**src/rtl/xsfg_pkg.sv**
```systemverilog
// ----------------------------------------------------------------------------
// xsfg_pkg
// Shared types, constants and command codes of the xorshift family generator.
// ----------------------------------------------------------------------------
package xsfg_pkg;

  localparam int unsigned NumWords = 16;
  localparam int unsigned WordW    = 64;
  localparam int unsigned IdxW     = 4;

  localparam logic [63:0] SmGolden = 64'h9e3779b97f4a7c15;
  localparam logic [63:0] SmMul1   = 64'hbf58476d1ce4e5b9;
  localparam logic [63:0] SmMul2   = 64'h94d049bb133111eb;
  localparam logic [63:0] Xs64Mul  = 64'h2545f4914f6cdd1d;
  localparam logic [63:0] Xs1024Mul = 64'd1181783497276652981;

  typedef enum logic [1:0] {
    CMD_GEN  = 2'd0,
    CMD_SEED = 2'd1,
    CMD_SEL  = 2'd2,
    CMD_NONE = 2'd3
  } cmd_e;

  typedef enum logic [2:0] {
    ALG_XS64    = 3'd0,
    ALG_XS64S   = 3'd1,
    ALG_XS128P  = 3'd2,
    ALG_X256PP  = 3'd3,
    ALG_X256SS  = 3'd4,
    ALG_X256P   = 3'd5,
    ALG_XS1024S = 3'd6,
    ALG_BAD     = 3'd7
  } alg_e;

  // Datapath operations issued by the controller.
  typedef enum logic [2:0] {
    OP_NOP,     // hold
    OP_LOAD,    // capture item payload
    OP_DRAW1,   // state update, product operand registered
    OP_MUL,     // one step of the 32x32 multiply sequence
    OP_SM,      // one splitmix round step
    OP_WRITE,   // write splitmix result into word index
    OP_CLEAR,   // zero all words and ring position, switch algorithm
    OP_RESULT   // latch result word
  } op_e;

  // Controller states.
  typedef enum logic [2:0] {
    ST_IDLE, ST_DECODE, ST_DRAW, ST_MUL, ST_SM, ST_WRITE, ST_RESULT, ST_OUT
  } ctrl_st_e;

  typedef struct packed {
    op_e             op;
    logic [2:0]      sm_step;   // splitmix sub-step
    logic [1:0]      mul_step;  // three partial products, then take
    logic            sm_zero;   // splitmix input is zero instead of seed
    logic [IdxW-1:0] widx;      // word write index
    logic            res_zero;  // result is zero
  } dp_cmd_t;

  typedef struct packed {
    cmd_e       cmd;
    alg_e       alg;
    alg_e       cur_alg;
  } dp_sts_t;

  function automatic logic [4:0] words_used(alg_e a);
    unique case (a)
      ALG_XS64, ALG_XS64S:             words_used = 5'd1;
      ALG_XS128P:                       words_used = 5'd2;
      ALG_X256PP, ALG_X256SS, ALG_X256P: words_used = 5'd4;
      default:                          words_used = 5'd16;
    endcase
  endfunction

endpackage

```
**src/rtl/xsfg_ctrl.sv**
```systemverilog
// ----------------------------------------------------------------------------
// xsfg_ctrl
// Sequencer for generate, seed and algorithm switch.
// ----------------------------------------------------------------------------
module xsfg_ctrl (
  input  logic              clk_i,
  input  logic              rst_ni,
  input  logic              in_valid_i,
  output logic              in_ready_o,
  output logic              load_en_o,
  output xsfg_pkg::dp_cmd_t dp_cmd_o,
  input  xsfg_pkg::dp_sts_t dp_sts_i
);

  xsfg_pkg::ctrl_st_e st_q, st_d;
  logic [2:0] sm_q, sm_d;
  logic [1:0] mcnt_q, mcnt_d;   // multiply step
  logic       mret_q, mret_d;   // multiply belongs to a splitmix round
  logic [4:0] idx_q, idx_d;     // next word index to write
  logic       sw_q, sw_d;       // draw belongs to an algorithm switch
  logic       zero_q, zero_d;   // result is zero

  always_ff @(posedge clk_i or negedge rst_ni) begin
    if (!rst_ni) begin
      st_q <= xsfg_pkg::ST_IDLE; sm_q <= '0; idx_q <= '0; sw_q <= 1'b0; zero_q <= 1'b0;
      mcnt_q <= '0; mret_q <= 1'b0;
    end else begin
      st_q <= st_d; sm_q <= sm_d; idx_q <= idx_d; sw_q <= sw_d; zero_q <= zero_d;
      mcnt_q <= mcnt_d; mret_q <= mret_d;
    end
  end

  always_comb begin
    st_d = st_q; sm_d = sm_q; idx_d = idx_q; sw_d = sw_q; zero_d = zero_q;
    mcnt_d = mcnt_q; mret_d = mret_q;
    in_ready_o = 1'b0;
    load_en_o = 1'b0;
    dp_cmd_o = '{op: xsfg_pkg::OP_NOP, sm_step: sm_q, mul_step: mcnt_q,
                 sm_zero: (idx_q != 5'd0), widx: idx_q[3:0], res_zero: zero_q};
    unique case (st_q)
      xsfg_pkg::ST_IDLE: begin
        in_ready_o = 1'b1;
        if (in_valid_i) begin
          load_en_o = 1'b1;
          st_d = xsfg_pkg::ST_DECODE;
        end
      end
      xsfg_pkg::ST_DECODE: begin
        sw_d = 1'b0; zero_d = 1'b1; sm_d = '0; idx_d = '0;
        mcnt_d = '0; mret_d = 1'b0;
        priority if (dp_sts_i.cmd == xsfg_pkg::CMD_GEN) begin
          zero_d = 1'b0; st_d = xsfg_pkg::ST_DRAW;
        end else if (dp_sts_i.cmd == xsfg_pkg::CMD_SEED) begin
          st_d = xsfg_pkg::ST_SM;
        end else if (dp_sts_i.cmd == xsfg_pkg::CMD_SEL &&
                     dp_sts_i.alg != xsfg_pkg::ALG_BAD &&
                     dp_sts_i.alg != dp_sts_i.cur_alg) begin
          sw_d = 1'b1; st_d = xsfg_pkg::ST_DRAW;
        end else begin
          st_d = xsfg_pkg::ST_RESULT;
        end
      end
      xsfg_pkg::ST_DRAW: begin
        dp_cmd_o.op = xsfg_pkg::OP_DRAW1;
        st_d = xsfg_pkg::ST_MUL;
      end
      xsfg_pkg::ST_MUL: begin
        // four steps: three partial products, then take the product
        dp_cmd_o.op = xsfg_pkg::OP_MUL;
        mcnt_d = mcnt_q + 2'd1;
        if (mcnt_q == 2'd3) begin
          mret_d = 1'b0;
          if (mret_q) st_d = xsfg_pkg::ST_SM;
          else st_d = sw_q ? xsfg_pkg::ST_WRITE : xsfg_pkg::ST_RESULT;
        end
      end
      xsfg_pkg::ST_WRITE: begin
        // switch: drawn value goes to seed register, words cleared
        dp_cmd_o.op = xsfg_pkg::OP_CLEAR;
        st_d = xsfg_pkg::ST_SM;
      end
      xsfg_pkg::ST_SM: begin
        dp_cmd_o.op = xsfg_pkg::OP_SM;
        if (sm_q == 3'd3) begin
          sm_d = '0; st_d = xsfg_pkg::ST_OUT;
        end else begin
          sm_d = sm_q + 3'd1;
          // steps 1 and 2 load multiply operands
          if (sm_q != 3'd0) begin
            mret_d = 1'b1; st_d = xsfg_pkg::ST_MUL;
          end
        end
      end
      xsfg_pkg::ST_OUT: begin
        // write word idx; words 1.. share splitmix(0), computed once
        dp_cmd_o.op = xsfg_pkg::OP_WRITE;
        idx_d = idx_q + 5'd1;
        if (idx_d >= xsfg_pkg::words_used(dp_sts_i.cur_alg)) st_d = xsfg_pkg::ST_RESULT;
        else if (idx_q == 5'd0) st_d = xsfg_pkg::ST_SM;
      end
      xsfg_pkg::ST_RESULT: begin
        dp_cmd_o.op = xsfg_pkg::OP_RESULT;
        st_d = xsfg_pkg::ST_IDLE;
      end
      default: st_d = xsfg_pkg::ST_IDLE;
    endcase
  end

endmodule

```
**config.mk**
```make
export PLATFORM = sky130hd
export DESIGN_NAME = xsfg_ctrl
export DESIGN_NICKNAME = d
export VERILOG_FILES = /design/src/rtl/xsfg_pkg.sv /design/src/rtl/xsfg_ctrl.sv
export SDC_FILE = /design/constraint.sdc
export NUM_CORES = 1
export LEC_CHECK = 0
export ABC_AREA = 1
export BUFFER_PORTS_ARGS = -buffer_cell sky130_fd_sc_hd__buf_4
export CORE_MARGIN = 8
export CORE_UTILIZATION = 47
export CTS_CLUSTER_DIAMETER = 50
export DETAILED_ROUTE_END_ITERATION = 7
export PLACE_DENSITY = 0.75
export SLEW_MARGIN = 10
export SYNTH_ARGS = -nofsm -noshare
export SYNTH_HDL_FRONTEND = slang
export SYNTH_SLANG_ARGS = --single-unit
```
**constraint.sdc**
```tcl
create_clock -name clk_i -period 1.65 [get_ports clk_i]
set_input_delay 0.33 -clock clk_i [delete_from_list [all_inputs] [get_ports clk_i]]
set_output_delay 0.33 -clock clk_i [all_outputs]
set_load 0.01 [all_outputs]
```
==> results of run 1 <==
-- cell usage in the layout, fill, tap and decap left out, types with 5 or more instances in the layout --
cell type	instances
buf_4	41
dfrtp_1	13
ha_1	6
inv_1	21
inv_2	6
nand2_1	35
nand3_1	7
nor2_1	13
nor2_2	5
nor3_1	5
o21ai_0	11
-- critical path, stage by stage (launching register included) --
cell and delay, ns:
dfrtp_2 0.46, ha_4 0.19, nand2_4 0.09, nor2_4 0.05
xor2_2 0.18, ha_1 0.29, nand2_2 0.08, nand3_2 0.07
nand2_2 0.09, inv_2 0.04, nand2_1 0.05, nand2_1 0.05
-- stage by stage --
step,power [mW],hold WS [ns],instances
after global placement,2.02,0.204,222
final,2.47,0.362,232
after CTS,2.43,0.362,230
after detailed placement,2.08,0.205,222
after floorplan,1.53,0.0344,161
after global routing,2.73,0.400,232
-- sequential cells by signal (all words and copies together), names as in the netlist --
register and count:
mcnt_q 2, mret_q 1, st_q 3, idx_q 5, sw_q 1, zero_q 1, sm_q 3
-- cells by family after synthesis --
kind of cell / count (synthesis) / synth area share
XOR/XNOR: 4 / 0.0304
buffers and inverters: 34 / 0.130
flip-flops: 16 / 0.347
AO/OA/AOI/OAI: 17 / 0.0803
AND/OR/NAND/NOR: 81 / 0.314
adder cells (fa/ha/maj): 9 / 0.0977
-- metal layers --
layer	part of all wire	track usage	vias to the layer above
met4	0.020	0.0490	0
li1	-	-	590
met2	0.49	0.236	33
met5	0	0	-
met1	0.43	0.174	510
met3	0.061	0.0272	8
-- power groups by stage --
stage | sequential [mW] | combinational (mW) | clock [mW]
4_1_cts | 0.653 | 1.51 | 0.272
2_1_floorplan | 0.635 | 0.895 | 0
6_report | 0.669 | 1.54 | 0.266
5_1_grt | 0.692 | 1.75 | 0.285
3_5_place_dp | 0.659 | 1.42 | 0
3_3_place_gp | 0.651 | 1.37 | 0
-- repair_timing --
action	in CTS	in global routing
endpoints found under the setup margin	7	8
endpoints found under the hold margin	16	0
gates cloned	0	0
buffers inserted	3	2
hold buffers	1	0
pin swaps	6	10
gates resized for setup	7	14
-- worst max path at each step --
stage	from	endpoint	slack, ns
2_1_floorplan	idx_q[0]	st_q[1]	-0.01
3_3_place_gp	idx_q[0]	st_q[2]	-0.04
3_5_place_dp	idx_q[0]	st_q[1]	-0.12
4_1_cts	idx_q[0]	st_q[1]	-0.11
5_1_grt	idx_q[0]	st_q[1]	-0.21
6_report	idx_q[0]	st_q[1]	-0.08
-- final cells by class --
| type | instances | area [um2] | share of cell area |
|---|---|---|---|
| multi-input cells | 111 | 692 | 0.429 |
| inverters | 27 | 101 | 0.0629 |
| flip-flops and latches | 16 | 404 | 0.251 |
| well taps | 30 | 37.5 | 0.0233 |
| repair buffers | 44 | 340 | 0.211 |
| clock buffers | 4 | 36.3 | 0.0225 |
==> run_results.csv, run 1 <==
group,metric,value,unit
outcome,outcome,"complete, but fails checks",
outcome,violations,"negative setup slack",
sta,clock_skew,0.00588,ns
synthesis,synth_nets,181,
floorplan,initial_core_util,0.478,
global_route,grt_overflow,0,
clock_tree,clk_latency,0.29,ns
placed_design,dpl-instance-area,1450,um2
power,powerDensity,1540,nW/um2
synthesis,seq_area_frac_synth,0.347,
worst_setup_path,crit_fanout,4,
sta,tns,-0.342,ns
worst_setup_path,startpoint_type,"register",
worst_setup_path,crit_required,1.84,ns
synthesis,yosys.area.top_type,"dfrtp_1",
synthesis,postSynthCellCount,161,
finish,area_growth,39.8,%
detailed_routing,drt-initial-drc-count,35,
power,p_leak,0.871,nW
floorplan,rows,18,
synthesis,synth-edff-count,0,
detailed_routing,dr.pass1.iters,4,
placed_design,dpl_worst_slack,-0.122,ns
global_route,grt_max_degree,17,
clock_tree,cts_tree,"done",
floorplan,die_h,65.5,um
synthesis,synth_cell_types,23,
power,pwr-share-comb,0.622,
placed_design,portBuffers,26,
finish,nFillCells,207,
clock_tree,clk_root_buffer_cell,"clkbuf_4",
worst_setup_path,timing.rr.end,"st_q[1]",
sta,relSlewSlack,0.812,
power,ir_worst_vdd,0.000986,V
synthesis,yosysMostFrequentCell,"nand2_1",
finish,postLayoutCoreUtil,0.669,
worst_setup_path,cp-end-kind,"register",
worst_setup_path,cp_data_arrival_time,1.92,ns
worst_setup_path,r2r_cells,11,
synthesis,ys_ff_latch,16,
placed_design,place_hpwl,2220,um
detailed_routing,vias,1141,
placed_design,place_congestion,0.913,
sta,fin_ws,-0.0841,ns
finish,layout.nets,223,
power,internal_power,1.39,mW
global_route,grt_pass1_vias,1118,
worst_setup_path,r2r-start,"idx_q[0]",
global_route,grt_usage,0.140,
detailed_routing,viasPerCell,4.92,
sta,min_period_over_period,1.05,
clock_tree,clock_path_buffers,2,
clock_tree,numCtsBuffers,3,
clock_tree,cts_sinks,16,
sta,hold_viol,0,
finish,drive_gt1_frac,0.371,
worst_setup_path,critical_path_class,"register to register",
min_path,min_path_type,"primary input to register",
power,switchingPower,1.09,mW
floorplan,die_w,65.5,um
global_route,antenna_found_initial,0,
synthesis,synth_top_area_share,0.347,
detailed_routing,drc,0,
synthesis,netlist_top_cells_count,"37 x nand2_1, 25 x inv_1, 17 x nor2_1",
synthesis,synth-warning-count,0,
global_route,grt_first_pass_wirelength,4820,um
synthesis,avgSynthCellArea,7.16,um2
power,p_seq_frac,0.270,
sta,grt_setup_unrepaired,"true",
power,sw_frac_of_total,0.440,
finish,antennaDiodeCount,0,
min_path,hold_start,"dp_sts_i[7]",
detailed_routing,ant_nets,0,
sta,min_period,1.73,ns
finish,finalInstanceArea,1610,um2
min_path,whs_endpoint,"sw_q",
sta,drv_slew,0,
flow_run,max_cap_violations,0,
synthesis,async_flop_share,1.00,
sta,setup_violations,7,
floorplan,io_pins,27,
detailed_routing,routed_wl,2860,um
floorplan,core_region_area,2410,um2
clock_tree,htreeDepth,1,
min_path,worstHoldPathCells,3,
sta,fmax,0.577,GHz
worst_setup_path,reg2reg_slack,-0.08,ns
floorplan,die_area,4290,um2
synthesis,synthFlopType,"dfrtp_1",
sta,tightest_slew,0.282,ns
power,pwr-share-clk,0.107,
synthesis,synthesis.area,1150,um2
clock_tree,path_clk_slew,0.10,ns
synthesis,yosys-top-cells-area,"dfrtp_1 35%, nand2_1 12%, ha_1 9.8%",
detailed_routing,routedWlPerCell,12.3,um
(Power assumes the default switching activity.)
==> run 2: changes to the inputs <==
--- a/config.mk
+++ b/config.mk
@@ -7,11 +7,13 @@
 export LEC_CHECK = 0
 export ABC_AREA = 1
 export BUFFER_PORTS_ARGS = -buffer_cell sky130_fd_sc_hd__buf_4
+export CAP_MARGIN = 20
 export CORE_MARGIN = 8
 export CORE_UTILIZATION = 47
 export CTS_CLUSTER_DIAMETER = 50
 export DETAILED_ROUTE_END_ITERATION = 7
 export PLACE_DENSITY = 0.75
+export SETUP_SLACK_MARGIN = 0.2
 export SLEW_MARGIN = 10
 export SYNTH_ARGS = -nofsm -noshare
 export SYNTH_HDL_FRONTEND = slang
==> run_results.csv, run 2 (synthesized netlist as in run 1, its figures left out) <==
group,metric,value,unit
worst_setup_path,path_cells,"ha_4 -> nand2_4 -> nor2_4 -> xor2_2 -> ha_1 -> nand2_2 -> nand3_2 -> nand2_2 -> inv_2 -> nand2_1 -> nand2_1",
finish,area_growth,40.6,%
worst_setup_path,cp_data_arrival_time,1.92,ns
floorplan,rows,18,
detailed_routing,ant_nets,0,
outcome,violations,"negative setup slack",
finish,top_regs,"idx_q: 5 flops, sm_q: 3 flops, st_q: 3 flops",
power,p_leak,0.876,nW
finish,postLayoutCoreUtil,0.672,
detailed_routing,drt-initial-drc-count,38,
global_route,grt.met2_usage,0.239,
sta,grt_setup_unrepaired,"true",
clock_tree,clk_latency,0.29,ns
worst_setup_path,critPathMaxStageDelay,0.46,ns
placed_design,place_congestion,0.913,
worst_setup_path,cp-end-kind,"register",
finish,nFillCells,201,
detailed_routing,drc,0,
power,ir_worst_vdd,0.00103,V
floorplan,die_h,65.5,um
sta,tightest_slew,0.267,ns
floorplan,die_w,65.5,um
finish,drive_gt1_frac,0.384,
detailed_routing,dr.pass1.iters,4,
finish,layout_common_cells,"43 x buf_4, 34 x nand2_1, 21 x inv_1",
sta,min_period_over_period,1.05,
detailed_routing,viasPerCell,4.91,
finish,final_cells,233,
floorplan,core_region_area,2410,um2
sta,setup_violations,7,
worst_setup_path,critical_path_buf_inv_count,1,
sta,hold_viol,0,
sta,clock_skew,0.00482,ns
sta,fmax,0.577,GHz
finish,final_common_cell,"buf_4",
finish,antennaDiodeCount,0,
clock_tree,cts_tree,"done",
detailed_routing,routedWlPerCell,12.4,um
global_route,antenna_found_initial,0,
clock_tree,path_clk_slew,0.10,ns
outcome,outcome,"complete, but fails checks",
placed_design,portBuffers,26,
finish,layout.nets,224,
clock_tree,htreeDepth,1,
finish,top_register,"idx_q",
floorplan,initial_core_util,0.478,
flow_run,max_cap_violations,0,
global_route,grt_first_pass_wirelength,4840,um
worst_setup_path,startpoint_type,"register",
global_route,top_usage_layer,"met2",
placed_design,dpl_worst_slack,-0.122,ns
sta,tns,-0.375,ns
worst_setup_path,crit_required,1.84,ns
worst_setup_path,critical_path_class,"register to register",
finish,largest_reg_flops,5,
detailed_routing,vias,1144,
floorplan,die_area,4290,um2
global_route,grt_overflow,0,
clock_tree,cts_sinks,16,
global_route,grt_usage,0.141,
clock_tree,clock_path_buffers,2,
clock_tree,clk_root_buffer_cell,"clkbuf_4",
global_route,grt_pass1_vias,1119,
sta,min_period,1.73,ns
sta,relSlewSlack,0.822,
placed_design,place_hpwl,2220,um
worst_setup_path,slowest_stage,"dfrtp_2",
power,powerDensity,1550,nW/um2
worst_setup_path,cp_top_family,"adder cells",
global_route,grt_util_met3,0.0272,
sta,fin_ws,-0.0836,ns
placed_design,placed_cells,222,
floorplan,io_pins,27,
global_route,grt_max_degree,17,
min_path,min_path_type,"primary input to register",
worst_setup_path,crit_fanout,4,
clock_tree,numCtsBuffers,3,
detailed_routing,routed_wl,2880,um
global_route,grtUsageMet1,0.173,
sta,drv_slew,0,
-- run 2: area by class of cell --
class / count / area (um2) / share of cell area
multi-input cells: 111 / 697 / 0.430
well taps: 30 / 37.5 / 0.0232
clock buffers: 4 / 36.3 / 0.0224
flip-flops and latches: 16 / 404 / 0.249
repair buffers: 45 / 344 / 0.212
inverters: 27 / 101 / 0.0625
-- run 2: metrics by stage --
step                hold WS [ns]  area, um2  power [mW]
floorplan                 0.0344       1170        1.53
global placement           0.204       1450        2.02
detailed placement         0.205       1450        2.08
CTS                        0.362       1550        2.46
global route               0.400       1620        2.76
finish                     0.360       1620        2.51
-- run 2: power breakdown --
group          switching (mW)  total (mW)  internal (mW)
sequential              0.148       0.670          0.523
clock                   0.133       0.267          0.134
combinational           0.827        1.57          0.745
-- run 2: worst register-to-register path: cells and delay by family (launching register included) --
family	cells	cell delay (ns)
adder cells (fa/ha/maj)	2	0.48
XOR/XNOR	1	0.18
buffers and inverters	1	0.04
flip-flops	1	0.46
AND/OR/NAND/NOR	7	0.48
-- run 2: metal layers --
layer,vias up,share of wire
met1,518,0.44
met5,-,0
met3,8,0.054
li1,588,-
met2,30,0.49
met4,0,0.019
-- run 2: path summary, 6_finish.rpt --
check / start / to / slack, ns / cells past startpoint
worst min-delay path: dp_sts_i[7] / sw_q / 0.36 / 3
min in group asynchronous: rst_ni / idx_q[2] / 0.42 / 2
worst max register to register: idx_q[0] / st_q[1] / -0.08 / 11
worst min register to register: zero_q / zero_q / 0.50 / 1
worst max-delay path: idx_q[0] / st_q[1] / -0.08 / 11
max in group asynchronous: rst_ni / st_q[2] / 1.02 / 2
-- run 2: what timing repair did --
item / CTS / global route
resized for setup: 9 / 13
cloned: 0 / 0
endpoints found under the hold margin: 16 / 0
pin swaps: 6 / 10
hold buffers: 1 / 0
setup endpoints to repair: 9 / 16
setup buffers: 4 / 2
==> run 3: changes to the inputs <==
--- a/config.mk
+++ b/config.mk
@@ -12,6 +12,7 @@
 export CORE_UTILIZATION = 47
 export CTS_CLUSTER_DIAMETER = 50
 export DETAILED_ROUTE_END_ITERATION = 7
+export GPL_TIMING_DRIVEN = 0
 export PLACE_DENSITY = 0.75
 export SETUP_SLACK_MARGIN = 0.2
 export SLEW_MARGIN = 10
==> run_results.csv, run 3 (synthesized netlist as in run 1, its figures left out) <==
group,metric,value,unit
outcome,outcome,"complete, but fails checks",
outcome,violations,"negative setup slack",
global_route,grt_pass1_vias,1132,
placed_design,place_congestion,0.852,
power,ir_worst_vdd,0.00122,V
worst_setup_path,startpoint_type,"register",
global_route,grt_usage,0.143,
global_route,grt_max_degree,17,
power,powerDensity,1660,nW/um2
clock_tree,numCtsBuffers,3,
sta,min_period,1.80,ns
clock_tree,clock_path_buffers,2,
sta,min_period_over_period,1.09,
floorplan,io_pins,27,
sta,fin_ws,-0.148,ns
clock_tree,clk_root_buffer_cell,"clkbuf_4",
worst_setup_path,crit_required,1.86,ns
sta,setup_violations,4,
clock_tree,cts_tree,"done",
worst_setup_path,slowest_stage,"dfrtp_2",
finish,largest_reg_flops,5,
global_route,antenna_found_initial,0,
worst_setup_path,cp-end-kind,"register",
clock_tree,htreeDepth,1,
worst_setup_path,r2r-start,"idx_q[0]",
sta,grt_setup_unrepaired,"true",
finish,antennaDiodeCount,0,
worst_setup_path,critical_path_class,"register to register",
worst_setup_path,timing.rr.end,"st_q[1]",
worst_setup_path,crit_cells,13,
floorplan,core_region_area,2410,um2
clock_tree,cts_sinks,16,
clock_tree,path_clk_slew,0.11,ns
worst_setup_path,cp_top_family,"simple AND/OR/NAND/NOR gates",
power,p_leak,0.858,nW
floorplan,die_area,4290,um2
floorplan,initial_core_util,0.478,
worst_setup_path,r2r_cells,13,
finish,drive_gt1_frac,0.366,
worst_setup_path,critPathMaxStageDelay,0.45,ns
detailed_routing,dr.pass1.iters,4,
min_path,min_path_type,"primary input to register",
floorplan,die_h,65.5,um
worst_setup_path,critical_path_buf_inv_count,2,
finish,final_cells,232,
sta,whs,0.364,ns
min_path,hold_start,"dp_sts_i[7]",
worst_setup_path,path_cells,"ha_2 -> nand2_2 -> inv_1 -> nor2_2 -> ha_1 -> nand2_1 -> nand3_1 -> nand2_2 -> nand3_2 -> nand2_4 -> inv_2 -> nand2_2 -> nand2_2",
finish,finalInstanceArea,1610,um2
sta,clock_skew,0.00919,ns
finish,top_regs,"idx_q: 5 flops, sm_q: 3 flops, st_q: 3 flops",
sta,drv_slew,0,
floorplan,die_w,65.5,um
clock_tree,clk_latency,0.30,ns
detailed_routing,viasPerCell,4.93,
global_route,grt_overflow,0,
sta,relSlewSlack,0.727,
sta,fmax,0.556,GHz
finish,layout_common_cells,"36 x buf_4, 29 x nand2_1, 22 x inv_1",
placed_design,place_hpwl,2130,um
global_route,grt_first_pass_wirelength,4940,um
detailed_routing,routedWlPerCell,12.8,um
detailed_routing,ant_nets,0,
placed_design,dpl-instance-area,1410,um2
sta,hold_viol,0,
min_path,whs_endpoint,"sw_q",
finish,area_growth,39.4,%
sta,tns,-0.438,ns
finish,top_register,"idx_q",
sta,tightest_slew,0.409,ns
floorplan,rows,18,
detailed_routing,vias,1143,
finish,layout.nets,223,
finish,final_common_cell,"buf_4",
min_path,worstHoldPathCells,3,
power,power,2.67,mW
placed_design,portBuffers,26,
placed_design,dpl_worst_slack,-0.233,ns
finish,postLayoutCoreUtil,0.667,
worst_setup_path,cp_data_arrival_time,2.01,ns
flow_run,max_cap_violations,0,
worst_setup_path,cp_common_cell,"nand2_2",
detailed_routing,drc,0,
detailed_routing,drt-initial-drc-count,61,
worst_setup_path,reg2reg_slack,-0.15,ns
worst_setup_path,crit_fanout,3,
placed_design,placed_cells,217,
detailed_routing,routed_wl,2980,um
[run 3: layer usage]
| metal | GRT usage | vias to the layer above | part of all wire |
|---|---|---|---|
| met3 | 0.0255 | 9 | 0.047 |
| met4 | 0.0545 | 0 | 0.020 |
| met5 | 0 | - | 0 |
| met1 | 0.168 | 519 | 0.44 |
| li1 | - | 584 | - |
| met2 | 0.252 | 31 | 0.49 |
[run 3: worst max path at each step]
stage                   from      end  slack [ns]
floorplan           idx_q[0]  st_q[1]       -0.01
global placement    idx_q[0]  st_q[1]       -0.19
detailed placement  idx_q[0]  st_q[1]       -0.23
CTS                 idx_q[1]  st_q[1]       -0.14
global route        idx_q[1]  st_q[1]       -0.28
finish              idx_q[0]  st_q[1]       -0.15
[run 3: worst register-to-register path, cell delays in order (launching register included)]
cell     delay (ns)
dfrtp_2        0.45
ha_2           0.20
nand2_2        0.08
inv_1          0.05
nor2_2         0.11
ha_1           0.25
nand2_1        0.07
nand3_1        0.08
nand2_2        0.09
nand3_2        0.09
nand2_4        0.09
inv_2          0.04
nand2_2        0.06
nand2_2        0.05
[run 3: power by group]
part	switching, mW	internal, mW	total (mW)
Sequential	0.139	0.521	0.660
Clock	0.149	0.135	0.283
Combinational	0.924	0.807	1.73
Total	1.21	1.46	2.67
[run 3: final cells by class]
class / count / area (um2)
flip-flops and latches: 16 / 403
plain buffers: 7 / 56.3
well taps: 30 / 37.5
clock buffers: 4 / 36.3
multi-input cells: 111 / 677
fillers: 186 / 803
repair buffers: 37 / 295
inverters: 27 / 101
[run 3: repair_timing]
| item | in CTS | in global routing |
|---|---|---|
| pin swaps | 6 | 6 |
| setup buffers | 9 | 1 |
| hold buffers | 1 | 0 |
| endpoints found under the setup margin | 9 | 11 |
| endpoints found under the hold margin | 16 | 0 |
| gates resized for setup | 18 | 10 |
